==> config.mk <==
export PLATFORM = sky130hd
export DESIGN_NAME = wildcard_row_index_expansion_core
export DESIGN_NICKNAME = d
export VERILOG_FILES = /design/src/hw/rtl/wrie_pkg.sv /design/src/hw/rtl/wrie_cell.sv /design/src/hw/rtl/wrie_chain.sv /design/src/hw/rtl/wildcard_row_index_expansion_core.sv
export SDC_FILE = /design/constraint.sdc
export NUM_CORES = 1
export LEC_CHECK = 0
export ABC_AREA = 1
export BUFFER_PORTS_ARGS = -buffer_cell sky130_fd_sc_hd__buf_4
export CORE_ASPECT_RATIO = 0.5
export CORE_MARGIN = 3
export CORE_UTILIZATION = 55
export CTS_BUF_LIST = sky130_fd_sc_hd__clkbuf_8
export CTS_CLUSTER_SIZE = 40
export DETAILED_ROUTE_END_ITERATION = 8
export GPL_TIMING_DRIVEN = 1
export PLACE_DENSITY = 0.83
export SYNTH_ARGS = -nofsm -noshare
export SYNTH_HDL_FRONTEND = slang
export SYNTH_SLANG_ARGS = --single-unit
export TNS_END_PERCENT = 1
==> constraint.sdc <==
create_clock -name clk -period 8.8 [get_ports clk]
set_input_delay 1.32 -clock clk [delete_from_list [all_inputs] [get_ports clk]]
set_output_delay 1.32 -clock clk [all_outputs]
set_load 0.01 [all_outputs]
==> src/hw/rtl/wrie_pkg.sv <==
// Shared types, constants and helpers of the wildcard row index expansion block.
`default_nettype none
package wrie_pkg;

	localparam int NUM_COLS     = 3;
	localparam int MAX_COLUMNS  = 3;
	localparam int MAX_SCALE    = 4;
	localparam int MAP_DEPTH    = 64;
	localparam int RESULT_CAP   = 64;
	localparam int IDX_W        = $clog2(MAP_DEPTH);
	localparam int CNT_W        = $clog2(RESULT_CAP);
	localparam int VAL_W        = $clog2(MAX_SCALE);
	localparam int SC_W         = $clog2(MAX_SCALE + 1);
	localparam int FIELD_VAL_W  = 2;
	localparam int CFG_COUNT_W  = 2;
	localparam int CFG_SCALE_W  = 3;
	localparam int CFG_DATA_W   = 3;
	localparam int CFG_INDEX_W  = 2;

	typedef enum logic [CFG_INDEX_W-1:0] {
		CFG_COLUMN_COUNT = 2'd0,
		CFG_SCALE_COL0   = 2'd1,
		CFG_SCALE_COL1   = 2'd2,
		CFG_SCALE_COL2   = 2'd3
	} cfg_reg_t;

	typedef enum logic {
		ST_IDLE,
		ST_RUN
	} state_t;

	// Controls broadcast to every cell of the chain.
	typedef struct packed {
		logic load;
		logic step;
	} cell_ctrl_t;

	// One column of a row together with its configured scale.
	typedef struct packed {
		logic                   in_use;
		logic                   any;
		logic [FIELD_VAL_W-1:0] value;
		logic [CFG_SCALE_W-1:0] scale;
	} col_in_t;

	// Map a raw scale register onto 1..MAX_SCALE.
	function automatic logic [SC_W-1:0] clamp_scale(input logic [CFG_SCALE_W-1:0] s);
		logic [SC_W-1:0] r;
		if (s == '0) begin
			r = SC_W'(1);
		end else if (32'(s) > MAX_SCALE) begin
			r = SC_W'(MAX_SCALE);
		end else begin
			r = SC_W'(s);
		end
		return r;
	endfunction

endpackage
`default_nettype wire

==> src/hw/rtl/wrie_cell.sv <==
// One odometer digit: holds a column's value, scale and weight, passes carry and sum.
`default_nettype none
module wrie_cell (
	input  wire                          clk,
	input  wire                          arst_n,
	input  wire  wrie_pkg::cell_ctrl_t   ctrl,
	input  wire  wrie_pkg::col_in_t      col,
	input  wire  [wrie_pkg::IDX_W-1:0]   weight_in,
	output logic [wrie_pkg::IDX_W-1:0]   weight_out,
	input  wire                          carry_in,
	output logic                         carry_out,
	input  wire  [wrie_pkg::IDX_W-1:0]   sum_in,
	output logic [wrie_pkg::IDX_W-1:0]   sum_out
);

	logic                          in_use_q;
	logic                          any_q;
	logic [wrie_pkg::VAL_W-1:0]    val_q;
	logic [wrie_pkg::SC_W-1:0]     scale_q;
	logic [wrie_pkg::IDX_W-1:0]    weight_q;

	logic [wrie_pkg::SC_W-1:0]     scale_ld;
	logic [wrie_pkg::SC_W-1:0]     top_ld;
	logic [wrie_pkg::VAL_W-1:0]    val_ld;
	logic [wrie_pkg::SC_W-1:0]     val_inc;
	logic                          wrap;
	logic [wrie_pkg::IDX_W-1:0]    prod;

	// Load-time values from the raw column and scale.
	always_comb begin
		scale_ld = wrie_pkg::clamp_scale(col.scale);
		top_ld   = scale_ld - wrie_pkg::SC_W'(1);
		if (8'(col.value) > 8'(top_ld)) begin
			val_ld = wrie_pkg::VAL_W'(top_ld);
		end else begin
			val_ld = wrie_pkg::VAL_W'(col.value);
		end
		if (col.any) begin
			val_ld = '0;
		end
		weight_out = col.in_use ? wrie_pkg::IDX_W'(weight_in * wrie_pkg::IDX_W'(scale_ld))
		                        : weight_in;
	end

	// Odometer step and index contribution.
	always_comb begin
		val_inc   = wrie_pkg::SC_W'(val_q) + wrie_pkg::SC_W'(1);
		wrap      = (val_inc >= scale_q);
		carry_out = (in_use_q && any_q) ? (carry_in && wrap) : carry_in;
		prod      = wrie_pkg::IDX_W'(weight_q * wrie_pkg::IDX_W'(val_q));
		sum_out   = in_use_q ? (sum_in + prod) : sum_in;
	end

	always_ff @(posedge clk or negedge arst_n) begin
		if (!arst_n) begin
			in_use_q <= 1'b0;
			any_q    <= 1'b0;
		end else if (ctrl.load) begin
			in_use_q <= col.in_use;
			any_q    <= col.any;
		end
	end

	always_ff @(posedge clk) begin
		if (ctrl.load) begin
			val_q    <= val_ld;
			scale_q  <= scale_ld;
			weight_q <= weight_in;
		end else if (ctrl.step && in_use_q && any_q && carry_in) begin
			val_q <= wrap ? '0 : wrie_pkg::VAL_W'(val_inc);
		end
	end

endmodule
`default_nettype wire

==> src/hw/rtl/wrie_chain.sv <==
// Row of odometer cells: weight and carry run right to left, index sum left to right.
`default_nettype none
module wrie_chain (
	input  wire                          clk,
	input  wire                          arst_n,
	input  wire  wrie_pkg::cell_ctrl_t   ctrl,
	input  wire  wrie_pkg::col_in_t      cols [wrie_pkg::NUM_COLS],
	output logic [wrie_pkg::IDX_W-1:0]   index,
	output logic                         wrap
);

	logic [wrie_pkg::IDX_W-1:0] weight_w [wrie_pkg::NUM_COLS+1];
	logic                       carry_w  [wrie_pkg::NUM_COLS+1];
	logic [wrie_pkg::IDX_W-1:0] sum_w    [wrie_pkg::NUM_COLS+1];

	assign weight_w[wrie_pkg::NUM_COLS] = wrie_pkg::IDX_W'(1);
	assign carry_w[wrie_pkg::NUM_COLS]  = 1'b1;
	assign sum_w[0]                     = '0;

	for (genvar c = 0; c < wrie_pkg::NUM_COLS; c++) begin : g_cell
		wrie_cell u_cell (
			.clk        (clk),
			.arst_n     (arst_n),
			.ctrl       (ctrl),
			.col        (cols[c]),
			.weight_in  (weight_w[c+1]),
			.weight_out (weight_w[c]),
			.carry_in   (carry_w[c+1]),
			.carry_out  (carry_w[c]),
			.sum_in     (sum_w[c]),
			.sum_out    (sum_w[c+1])
		);
	end

	assign index = sum_w[wrie_pkg::NUM_COLS];
	assign wrap  = carry_w[0];

endmodule
`default_nettype wire

==> src/hw/rtl/wildcard_row_index_expansion_core.sv <==
// Top level of the wildcard row index expansion block.
//
//  channel  signals                                         direction
//  -------  ----------------------------------------------  ---------
//  input    in_valid/in_stall, colK_value, colK_any, restart  in (stall out)
//  output   out_valid/out_stall, row_index, first_seen, last  out (stall in)
//  config   cfg_valid/cfg_ready, cfg_index, cfg_data          in (ready out)
//
// A row is loaded, then one combination is emitted per cycle while the
// output register is free, up to the product of the wildcard scales (at
// most 64), paced by the single output register and the odometer chain.
// The output register holds while out_stall is high and the chain holds
// with it. Reset clears the seen map at once (64 flops) and the config
// registers to column_count 3 and scales 4. A restart request clears the
// map in its load cycle.
`default_nettype none
module wildcard_row_index_expansion_core (
	input  wire                                clk,
	input  wire                                arst_n,
	// input request channel
	input  wire                                in_valid,
	output logic                               in_stall,
	input  wire  [wrie_pkg::FIELD_VAL_W-1:0]   col0_value,
	input  wire                                col0_any,
	input  wire  [wrie_pkg::FIELD_VAL_W-1:0]   col1_value,
	input  wire                                col1_any,
	input  wire  [wrie_pkg::FIELD_VAL_W-1:0]   col2_value,
	input  wire                                col2_any,
	input  wire                                restart,
	// result channel
	output logic                               out_valid,
	input  wire                                out_stall,
	output logic [wrie_pkg::IDX_W-1:0]         row_index,
	output logic                               first_seen,
	output logic                               last,
	// configuration write channel
	input  wire                                cfg_valid,
	output logic                               cfg_ready,
	input  wire  [wrie_pkg::CFG_INDEX_W-1:0]   cfg_index,
	input  wire  [wrie_pkg::CFG_DATA_W-1:0]    cfg_data
);

	// Configuration registers.
	logic [wrie_pkg::CFG_COUNT_W-1:0] column_count_q;
	logic [wrie_pkg::CFG_SCALE_W-1:0] scale_col0_q;
	logic [wrie_pkg::CFG_SCALE_W-1:0] scale_col1_q;
	logic [wrie_pkg::CFG_SCALE_W-1:0] scale_col2_q;

	// Control and output state.
	wrie_pkg::state_t               state_q, state_d;
	logic [wrie_pkg::CNT_W-1:0]     count_q;
	logic [wrie_pkg::MAP_DEPTH-1:0] seen_q;
	logic                           out_valid_q;
	logic [wrie_pkg::IDX_W-1:0]     row_index_q;
	logic                           first_seen_q;
	logic                           last_q;

	wrie_pkg::cell_ctrl_t           ctrl;
	wrie_pkg::col_in_t              cols [wrie_pkg::NUM_COLS];
	logic [wrie_pkg::CFG_COUNT_W-1:0] ncols;
	logic [wrie_pkg::IDX_W-1:0]     index;
	logic                           wrap;
	logic                           emit;
	logic                           done;
	logic                           load;

	// Config writes must be issued only while idle; the block does not enforce it and always takes them.
	assign cfg_ready = 1'b1;

	always_ff @(posedge clk or negedge arst_n) begin
		if (!arst_n) begin
			column_count_q <= wrie_pkg::CFG_COUNT_W'(3);
			scale_col0_q   <= wrie_pkg::CFG_SCALE_W'(4);
			scale_col1_q   <= wrie_pkg::CFG_SCALE_W'(4);
			scale_col2_q   <= wrie_pkg::CFG_SCALE_W'(4);
		end else if (cfg_valid && cfg_ready) begin
			unique case (cfg_index)
				wrie_pkg::CFG_COLUMN_COUNT: begin
					column_count_q <= cfg_data[wrie_pkg::CFG_COUNT_W-1:0];
				end
				wrie_pkg::CFG_SCALE_COL0: begin
					scale_col0_q <= cfg_data;
				end
				wrie_pkg::CFG_SCALE_COL1: begin
					scale_col1_q <= cfg_data;
				end
				wrie_pkg::CFG_SCALE_COL2: begin
					scale_col2_q <= cfg_data;
				end
				default: begin
				end
			endcase
		end
	end

	// Effective column count: zero acts as one, saturate at MAX_COLUMNS.
	always_comb begin
		ncols = column_count_q;
		if (ncols == '0) begin
			ncols = wrie_pkg::CFG_COUNT_W'(1);
		end
		if (32'(ncols) > wrie_pkg::MAX_COLUMNS) begin
			ncols = wrie_pkg::CFG_COUNT_W'(wrie_pkg::MAX_COLUMNS);
		end
	end

	// Present the row to the chain; columns past the count are ignored.
	always_comb begin
		cols[0] = '{in_use: 1'b1, any: col0_any, value: col0_value, scale: scale_col0_q};
		cols[1] = '{in_use: 1'b1, any: col1_any, value: col1_value, scale: scale_col1_q};
		cols[2] = '{in_use: 1'b1, any: col2_any, value: col2_value, scale: scale_col2_q};
		for (int c = 0; c < wrie_pkg::NUM_COLS; c++) begin
			cols[c].in_use = (c < int'(ncols));
		end
	end

	wrie_chain u_chain (
		.clk    (clk),
		.arst_n (arst_n),
		.ctrl   (ctrl),
		.cols   (cols),
		.index  (index),
		.wrap   (wrap)
	);

	// Last combination: odometer rolled over, or result cap reached.
	assign done = wrap || (count_q == wrie_pkg::CNT_W'(wrie_pkg::RESULT_CAP - 1));

	// Next state.
	always_comb begin
		state_d = state_q;
		unique case (state_q)
			wrie_pkg::ST_IDLE: begin
				if (in_valid) begin
					state_d = wrie_pkg::ST_RUN;
				end
			end
			wrie_pkg::ST_RUN: begin
				if (emit && done) begin
					state_d = wrie_pkg::ST_IDLE;
				end
			end
			default: begin
				state_d = wrie_pkg::ST_IDLE;
			end
		endcase
	end

	// Outputs of the sequencer.
	always_comb begin
		in_stall  = 1'b1;
		emit      = 1'b0;
		unique case (state_q)
			wrie_pkg::ST_IDLE: begin
				in_stall = 1'b0;
			end
			wrie_pkg::ST_RUN: begin
				emit = !out_valid_q || !out_stall;
			end
			default: begin
			end
		endcase
		load      = in_valid && !in_stall;
		ctrl.load = load;
		ctrl.step = emit;
	end

	always_ff @(posedge clk or negedge arst_n) begin
		if (!arst_n) begin
			state_q     <= wrie_pkg::ST_IDLE;
			count_q     <= '0;
			seen_q      <= '0;
			out_valid_q <= 1'b0;
		end else begin
			state_q <= state_d;
			// Restart clears the map before the row expands.
			if (load) begin
				count_q <= '0;
				if (restart) begin
					seen_q <= '0;
				end
			end else if (emit) begin
				count_q       <= count_q + wrie_pkg::CNT_W'(1);
				seen_q[index] <= 1'b1;
			end
			if (emit) begin
				out_valid_q <= 1'b1;
			end else if (!out_stall) begin
				out_valid_q <= 1'b0;
			end
		end
	end

	// Result payload; advance only when a new combination is emitted.
	always_ff @(posedge clk) begin
		if (emit) begin
			row_index_q  <= index;
			first_seen_q <= !seen_q[index];
			last_q       <= done;
		end
	end

	assign out_valid  = out_valid_q;
	assign row_index  = row_index_q;
	assign first_seen = first_seen_q;
	assign last       = last_q;

endmodule
`default_nettype wire

## Word level (Yosys, flattened, before mapping)

Index checks and enable logic that the tools add are counted.

- Add/subtract/negate cells: 9
- $mul: 3
- $lt $le $gt $ge: 14
- Eq/ne operators: 6
- Muxes and demuxes: 46
- Bitwise logic cells: 2
- Reduce and logical (&&, ||, !) cells: 35

Operator list:

| operator | number |
|---|---|
| 2-to-1 mux 64 bit | 3 |
| bitwise OR 64 bit | 1 |
| 2-to-1 mux 6 bit | 6 |
| 2-to-1 mux 2 bit | 16 |
| 2-to-1 mux 3 bit | 7 |
| logical AND 1 bit | 16 |
| multiplier 6 x 2 -> 6 bit | 2 |
| 2-to-1 mux 1 bit | 11 |
| AND reduction 2 bit | 5 |
| adder 2 x 1 -> 3 bit (second input constant) | 3 |
| >= comparator 3 bit | 3 |
| > comparator 2 x 3 -> 1 bit | 3 |
| > comparator 3 bit (second input constant) | 3 |
| logical NOT 3 bit | 3 |
| subtractor 3 x 1 -> 3 bit (second input constant) | 3 |
| nonzero test 2 bit | 4 |
| < comparator 6 x 7 -> 1 bit (second input constant) | 1 |
| adder 6 x 1 -> 6 bit (second input constant) | 1 |
| adder 6 x 2 -> 6 bit | 1 |
| adder 6 bit | 1 |
| binary-select mux 1 bit (select 6 bit) | 1 |
| demux 1 bit (select 6 bit) | 1 |
| equality test 6 bit (second input constant) | 1 |
| >= comparator 6 x 1 -> 1 bit (second input constant) | 1 |
| other kinds (12) | 18 |

- Register bits after elaboration: 124
- Input port bits: 20
- Output and inout port bits: 11
- Word-level logic and storage cells: 140

## Logic depth before layout (Yosys ltp)

Gate-level depths: netlist of run 1.

- Depth in word-level cells: 13
- Mapped depth: 27
- Mapped depth without buffers: 26

## Hierarchy

Synthesis of run 1 repeated with hierarchy kept, for this count alone.

- Cell total of the unflattened synthesis: 1114
- Area, all modules: 8648.3 um^2

Modules (own cells, without submodules):

| module | instances | cells an instance | area an instance (um^2) | sequential area each (um^2) |
|---|---|---|---|---|
| wildcard_row_index_expansion_core | 1 | 478 | 4136.5 | 2323.5 |
| wrie_cell (u_chain.g_cell[0].u_cell ...) | 2 | 209 | 1490.2 | 380.4 |
| wrie_cell (u_chain.g_cell[2].u_cell) | 1 | 216 | 1524.0 | 380.4 |
| wrie_chain | 1 | 2 | 7.5 | 0.0 |

## Least setup slack after synthesis of run 1

Ideal clock, no wire load.

- Path kind: reg-to-reg
- Start point: reg u_chain.g_cell[0].u_cell.val_q[0] (netlist name)
- End point: reg first_seen_q, in the netlist first_seen, data pin
- Setup time: 253 ps
- Arrival: 3457 ps
- Data required time: 8547 ps
- Setup slack: 5090 ps
- Cell stages (with the launch flop): 23
- Buffers on the path: 1
- Period minus slack after synthesis: 3710 ps
- Cells stage by stage: edfxtp_1 -> buf_4 -> nand2_1 -> inv_1 -> ha_1 -> nand2_1 -> fa_1 -> inv_1 -> ha_1 -> nand2_1 -> nand2_1 -> inv_1 -> fa_1 -> or2_0 -> nand2_2 -> nor2_8 -> nand2_2 -> o21ai_0 -> nand3b_1 -> nand3_1 -> nand2_1 -> inv_1 -> nand2_1

- Longest elaborated chain between the ends: 9

Ends and longest elaborated chain:

| what | line | source |
|---|---|---|
| from (decl) | wrie_cell.sv:18 | `logic [wrie_pkg::VAL_W-1:0] val_q;` |
| from (signal assigned) | wrie_cell.sv:66 | `val_q <= val_ld;` |
| from (signal assigned) | wrie_cell.sv:70 | `val_q <= wrap ? '0 : wrie_pkg::VAL_W'(val_inc);` |
| multiplier 6 x 2 -> 6 bit * | wrie_cell.sv:50 | `prod = wrie_pkg::IDX_W'(weight_q * wrie_pkg::IDX_W'(val_q));` |
| 2-to-1 mux 6 bit * | wrie_cell.sv:51 | `sum_out = in_use_q ? (sum_in + prod) : sum_in;` |
| adder 6 bit | wrie_cell.sv:51 |  |
| 2-to-1 mux 6 bit * | wrie_cell.sv:51 |  |
| adder 6 x 2 -> 6 bit | wrie_cell.sv:51 |  |
| 2-to-1 mux 6 bit * | wrie_cell.sv:51 |  |
| named net index (one bit) | wildcard_row_index_expansion_core.sv:61 | `logic [wrie_pkg::IDX_W-1:0] index;` |
| binary-select mux 1 bit (select 6 bit) * | wildcard_row_index_expansion_core.sv:198 | `first_seen_q <= !seen_q[index];` |
| 2-to-1 mux 1 bit (not written as such) * | wildcard_row_index_expansion_core.sv:198 |  |
| logical NOT 1 bit * | wildcard_row_index_expansion_core.sv:198 |  |
| to (signal assigned) | wildcard_row_index_expansion_core.sv:198 |  |
| to (decl) | wildcard_row_index_expansion_core.sv:55 | `logic first_seen_q;` |

The timed path passes the listed nets; every way through them passes the cells marked *. The select of a mux whose other input is x is not followed.
A chain may end at the register's enable or synchronous reset.

## Worst setup path after layout of run 1

- Start point: reg u_chain.g_cell[0].u_cell.val_q[0] (netlist name)
- End point: reg first_seen_q, in the netlist first_seen, data pin

- Longest elaborated chain between the ends: 9

Ends and longest elaborated chain:

| what | line |
|---|---|
| multiplier 6 x 2 -> 6 bit * | wrie_cell.sv:50 |
| 2-to-1 mux 6 bit * | wrie_cell.sv:51 |
| adder 6 bit | wrie_cell.sv:51 |
| 2-to-1 mux 6 bit * | wrie_cell.sv:51 |
| adder 6 x 2 -> 6 bit | wrie_cell.sv:51 |
| 2-to-1 mux 6 bit * | wrie_cell.sv:51 |
| binary-select mux 1 bit (select 6 bit) * | wildcard_row_index_expansion_core.sv:198 |
| 2-to-1 mux 1 bit (not written as such) * | wildcard_row_index_expansion_core.sv:198 |
| logical NOT 1 bit * | wildcard_row_index_expansion_core.sv:198 |

Every way passes the cells marked *; elsewhere a longest branch is shown, timed or not. The select of a mux whose other input is x is not followed.

==> results of run 1 <==
## routing by layer
layer	up-vias	track usage	routed length, um
met5	-	0	0
li1	3027	-	-
met2	225	0.4052	8143
met3	34	0.04644	1099
met1	2965	0.3139	7330
met4	0	0.08605	301
## stage by stage
stage                     power, W  area [sq um]
after floorplan           0.002414          7353
final                     0.003381          8040
after global routing      0.003675          8040
after CTS                 0.003359          8040
after detailed placement  0.002831          7636
after global placement    0.002770          7636
## worst max-delay path, stage by stage, from the launching register on
cell and delay, ns:
edfxtp_1 0.53, nand2_1 0.11, inv_1 0.04, ha_1 0.19, fa_1 0.50, nand2_1 0.08
fa_1 0.50, fa_1 0.46, inv_1 0.10, nand2_1 0.06, nand3_1 0.09, nand2_1 0.10
nand2_1 0.09, nand2_1 0.52, inv_1 0.83, o21ai_0 0.23, inv_1 0.11, nand3_1 0.07
nand2_1 0.06, nor2_1 0.04, nor2_1 0.10, nand2_1 0.06
## cell usage in the layout (no fill, tap or decap), types with 4 or more instances in the layout
cell type | netlist | routed
a21oi_1 | 80 | 80
buf_4 | 10 | 31
clkbuf_8 | 0 | 19
clkinv_4 | 0 | 4
dfrtp_1 | 84 | 84
dfstp_2 | 5 | 5
edfxtp_1 | 32 | 32
fa_1 | 7 | 7
ha_1 | 39 | 39
inv_1 | 168 | 168
inv_2 | 5 | 5
nand2_1 | 231 | 231
nand2_2 | 6 | 6
nand2_4 | 7 | 7
nand3_1 | 98 | 98
nand3_2 | 5 | 5
nand4_1 | 9 | 9
nor2_1 | 62 | 61
nor2_2 | 8 | 9
nor2_4 | 6 | 6
o21ai_0 | 34 | 34
## where the power goes
part / internal [W] / switching, W
combinational: 0.000610 / 0.00136
sequential: 0.000796 / 0.0000973
clock: 0.000270 / 0.000246
total: 0.00168 / 0.00171
## kinds of logic (layout without fill, tap and decap cells)
family	after synthesis	count (layout)	synth area share
simple gates	440	440	0.2762
compound gates	126	126	0.09035
xor+xnor	2	2	0.002383
flops	121	121	0.4344
buf+inv	200	236	0.1108
fa+ha+maj	46	46	0.08542
other cells	1	1	0.0005100
## final timing paths
check | to
min in group asynchronous | seen_q[30]$_DFFE_PN0P_
max in group asynchronous | seen_q[10]$_DFFE_PN0P_
min | scale_col2_q[1]$_DFFE_PN0P_
max reg2reg | first_seen$_DFFE_PP_
max | first_seen$_DFFE_PP_
min reg2reg | scale_col2_q[1]$_DFFE_PN0P_
## final cells by class
cell class / instances / area, sq um
fillers: 1053 / 4841
multi-input cells: 615 / 3347
flip-flops and latches: 121 / 3194
inverters: 173 / 649.4
clock buffers: 19 / 261.5
repair buffers: 31 / 232.7
well taps: 170 / 212.7
clock inverters: 13 / 142.6
## flip-flops by register name, summed over array words and instances, names as in the netlist
name and count:
column_count_q 2, count_q 6, first_seen 1, last 1, out_valid 1, row_index 6, scale_col0_q 3, scale_col1_q 3
scale_col2_q 3, seen_q 64, state_q 1, u_chain.g_cell.u_cell.any_q 3, u_chain.g_cell.u_cell.in_use_q 3, u_chain.g_cell.u_cell.scale_q 9, u_chain.g_cell.u_cell.val_q 6, u_chain.g_cell.u_cell.weight_q 9
==> metrics.cfg, run 1 <==
[run_status]
outcome = complete, no violations

[critical_path]
startpoint = u_chain.g_cell[0].u_cell.val_q[0]$_DFFE_PP_
worst-setup-path-type = reg -> reg
rr_worst_depth = 21
critPathLaunchType = register
cp-end-kind = register
r2r-start = u_chain.g_cell[0].u_cell.val_q[0]$_DFFE_PP_
r2r_setup_slack_ns = 3.67
cp.arrival_ns = 5.34
crit_required_ns = 9.01
path_max_fanout = 23

[timing]
hold_violations = 0
worst_slew_pin_slew_ns = 1.106
setup_viol = 0
fin_tns_setup_ns = 0
fin_crit_sh = 0.5830
fmax_mhz = 194.9
rsz0062_at_grt = false
finalMaxSlewViolations = 0
skew_ns = 0.01489
slew_headroom = 0.2629
layout_setup_ws_ns = 3.670
finalHoldWorstSlack_ns = 0.4932
final.min_clock_period_ns = 5.130

[clock_tree]
cts_tree = yes
postCtsSetupBuffers = 0
htreeDepth = 4
hold_buffers = 0
tritoncts.num_buffers = 17
cts-resized-gates = 0
clockBufferDepth = 2
cts_root_buffer = clkbuf_8
cts.sinks = 121
insertion_delay_ns = 0.45
clk_pin_slew_ns = 0.08

[global_route]
grt_pass1_vias = 6031
grt_max_degree = 65
track_usage = 0.2396
antenna_found_initial = 0
grt-ovfl-total = 0
grt_pass1_wl_um = 28410

[floorplanning]
die_h_um = 87.76
start_util = 0.5709
dieArea_sq_um = 14880
rows = 29
boundaryPins = 31
core_sq_um = 12880
dieWidth_um = 169.5

[yosys]
synthesis.nets = 1002
synth_edf_count = 32
synth_seq_cells = 121
netlist_top_cells_count = 231 x nand2_1, 168 x inv_1, 98 x nand3_1, 84 x dfrtp_1, 80 x a21oi_1
netlist_top_cells_area = dfrtp_1 29%, edfxtp_1 13%, nand2_1 12%, inv_1 8.6%, nand3_1 6.7%
synth_top_area_frac = 0.2859
syn_area_per_cell_sq_um = 7.856
synth_cell_types = 37
ys_seq_area_frac = 0.4344
synth_ff_type = dfrtp_1
yosysWarningCount = 0
yosys.area.top_type = dfrtp_1
synthesis.area_sq_um = 7353
async_reset_ff_frac = 0.7355
syn_inst = 936
synthMostInstantiatedCell = nand2_1

[routing]
wl_um = 16880
vias_per_cell = 5.474
drt_first_pass_iters = 8
drt_iter0_drc = 548
remaining_drc_errors = 0
post_drt_wl_per_cell_um = 14.78
vias = 6251
ant_nets = 0

[worst_hold_path]
whs_path_depth = 2
holdCritStartpoint = scale_col2_q[1]$_DFFE_PN0P_
hold_path.class = reg -> reg

[power]
p_per_area_nw_per_um2 = 420.6
power.leakage_nw = 4.032
irDropWorstVdd_uv = 187.0

[placement]
portBuffers = 29
dp_hpwl_um = 11700
gp_congestion = 0.8479
pre_cts_ws_ns = 3.782
place_inst = 1110

[final_layout]
nets = 1025
n_antenna_cell = 0
drive_above_1_share = 0.1142
layout.cells.non_filler = 1142
fin_util = 0.6242
area_growth_syn_to_layout_pct = 9.341

[job]
drv_cap = 0

Note: power is estimated with default switching activity, not from simulation.
==> inputs of run 2 (changes only) <==
Settings changed: PLACE_DENSITY 0.83 to 0.86.
Clock period 8.8 ns to 4.5 ns, I/O delays scaled along.
==> metrics.cfg, run 2 (synthesis results as in run 1) <==
[timing]
worst_slew_pin_slew_ns = 1.111  ; +0.005851 ns
fin_tns_setup_ns = 0  ; unchanged
fin_crit_sh = 0.9143  ; +0.3313
finalMaxSlewViolations = 0  ; unchanged
final.min_clock_period_ns = 4.114  ; -1.016 ns
skew_ns = 0.01741  ; +0.002523 ns
hold_violations = 0  ; unchanged
slew_headroom = 0.2579  ; -0.004981
setup_viol = 0  ; unchanged
rsz0062_at_grt = false
fmax_mhz = 243.0  ; +25%

[clock_tree]
cts_tree = yes
cts.sinks = 121  ; unchanged
clk_pin_slew_ns = 0.07  ; about the same
cts-resized-gates = 0  ; unchanged
insertion_delay_ns = 0.45  ; about the same
tritoncts.num_buffers = 17  ; unchanged
clockBufferDepth = 2  ; unchanged
postCtsSetupBuffers = 0  ; unchanged
cts_root_buffer = clkbuf_8
hold_buffers = 0  ; unchanged
htreeDepth = 4  ; unchanged

[critical_path]
r2r-start = u_chain.g_cell[0].u_cell.val_q[1]$_DFFE_PP_
critPathLaunchType = register
r2r_end = first_seen$_DFFE_PP_
cpMostUsedCell = nand2_1
crit_slowest_cell = fa_1
path_max_fanout = 12  ; -48%
r2r_setup_slack_ns = 0.39  ; -3.28 ns
cp-end-kind = register
rr_worst_depth = 21  ; unchanged
cp_cell_sequence = nand2_1 > inv_1 > ha_1 > fa_1 > nand2_1 > fa_1 > fa_1 > inv_1 > nand2_1 > nand3_1 > nand2_1 > nand2_1 > nand2_1 > inv_1 > o21ai_0 > inv_1 > nand3_1 > nand2_1 > nor2_1 > nor2_1 > nand2_1
crit_required_ns = 4.70  ; -4.31 ns
cpPeakStageDelay_ns = 0.50  ; -0.33 ns
worst-setup-path-type = reg -> reg
cp.arrival_ns = 4.31  ; -1.03 ns

[routing]
drt_first_pass_iters = 5  ; -3
ant_nets = 0  ; unchanged
drt_iter0_drc = 592  ; +8.0%
met3WireLength_um = 1143  ; +4.0%
routed-wl-met2_um = 8480  ; +4.1%
drt-met1-wl_um = 7340  ; +0.14%
routed.top_layer = met4
wl_um = 17340  ; +2.8%
vias_per_cell = 5.445  ; -0.53%
vias = 6283  ; +0.51%
post_drt_wl_per_cell_um = 15.03  ; +1.7%
remaining_drc_errors = 0  ; unchanged

[global_route]
grt-ovfl-total = 0  ; unchanged
antenna_found_initial = 0  ; unchanged
grt_pass1_wl_um = 28850  ; +1.5%
track_usage = 0.2433  ; +0.003685
grt_max_degree = 67  ; +3.1%
grt_pass1_vias = 6069  ; +0.63%

[floorplanning]
die_h_um = 87.76  ; unchanged
boundaryPins = 31  ; unchanged
start_util = 0.5709  ; unchanged
rows = 29  ; unchanged
dieWidth_um = 169.5  ; unchanged
core_sq_um = 12880  ; unchanged
dieArea_sq_um = 14880  ; unchanged

[final_layout]
largest_reg_flops = 64  ; unchanged
layout.cells.non_filler = 1154  ; +1.1%
reg_top3 = seen_q (64), u_chain.g_cell.u_cell.scale_q (9), u_chain.g_cell.u_cell.weight_q (9)
layout_commonest_cell = nand2_1
layout_common_cells = 230 x nand2_1, 173 x inv_1, 98 x nand3_1
area_growth_syn_to_layout_pct = 10.99
n_antenna_cell = 0  ; unchanged
nets = 1037  ; +1.2%
drive_above_1_share = 0.1209  ; +0.006737
regMostFlops = seen_q

[job]
drv_cap = 0  ; unchanged

[placement]
gp_congestion = 0.8740  ; +3.1%
portBuffers = 29  ; unchanged
dp_hpwl_um = 11780  ; +0.69%
place_inst = 1122  ; +1.1%

[run_status]
outcome = complete, no violations

[power]
power.leakage_nw = 4.122  ; +2.2%
p_per_area_nw_per_um2 = 841.5  ; +100%
irDropWorstVdd_uv = 380.2  ; +100%

[worst_hold_path]
hold_path.class = in -> async

[run 2: changes by cell type in the layout (fill, tap and decap cells not counted)]
cell	change
buf_4	+12
bufinv_16	+2
clkbuf_8	+1
clkinv_2	-1
clkinv_4	-3
inv_1	+5
inv_4	-1
inv_6	-3
nand2_1	-1
nand2_2	+1
[run 2: how the worst max path moves through the flow]
stage                                                      startpoint                   end  slack (ns)  depth (start not counted)
after global routing      u_chain.g_cell[0].u_cell.val_q[1]$_DFFE_PP_  first_seen$_DFFE_PP_        0.04                         26
after floorplan           u_chain.g_cell[0].u_cell.val_q[0]$_DFFE_PP_  first_seen$_DFFE_PP_        0.79                         22
after global placement    u_chain.g_cell[0].u_cell.val_q[1]$_DFFE_PP_  first_seen$_DFFE_PP_        0.49                         20
after detailed placement  u_chain.g_cell[0].u_cell.val_q[1]$_DFFE_PP_  first_seen$_DFFE_PP_        0.41                         26
final                     u_chain.g_cell[0].u_cell.val_q[1]$_DFFE_PP_  first_seen$_DFFE_PP_        0.39                         21
after CTS                 u_chain.g_cell[0].u_cell.val_q[1]$_DFFE_PP_  first_seen$_DFFE_PP_        0.39                         26
[run 2: stage by stage]
stage	worst slack (ns)	utilization	total power (W)	hold slack, ns	cell area (sq um)
2_1_floorplan	0.7897	-	0.004721	0.3794	7353
3_3_place_gp	0.4861	0.5998	0.005536	0.4630	7726
3_5_place_dp	0.4121	0.5998	0.005672	0.4678	7726
4_1_cts	0.3862	0.6334	0.006788	0.3626	8159
5_1_grt	0.04062	0.6336	0.007427	0.3968	8162
6_report	0.3855	0.6336	0.006868	0.3299	8162
[run 2: final cells by class]
class,count,area [sq um]
flip-flops and latches,121,3194
inverters,173,649.4
fillers,1028,4720
well taps,170,212.7
multi-input cells,615,3349
repair buffers,43,322.8
clock inverters,12,157.7
clock buffers,20,275.3
[run 2: power by group]
group | switching [W] | internal (W)
registers | 0.000193 | 0.00156
logic | 0.00274 | 0.00129
clock network | 0.000449 | 0.000638
total | 0.00338 | 0.00349
[run 2: routing by layer]
layer  track usage  up-vias
met3       0.04824       39
met5             0        -
met4       0.08754        0
met1        0.3087     2949
met2        0.4234      253
li1              -     3042
[run 2: critical path, delay by kind of cell (launching register included)]
kind | cells | cell delay [ns]
simple gates | 12 | 0.93
flops | 1 | 0.47
buf+inv | 4 | 0.59
compound gates | 1 | 0.20
fa+ha+maj | 4 | 1.67
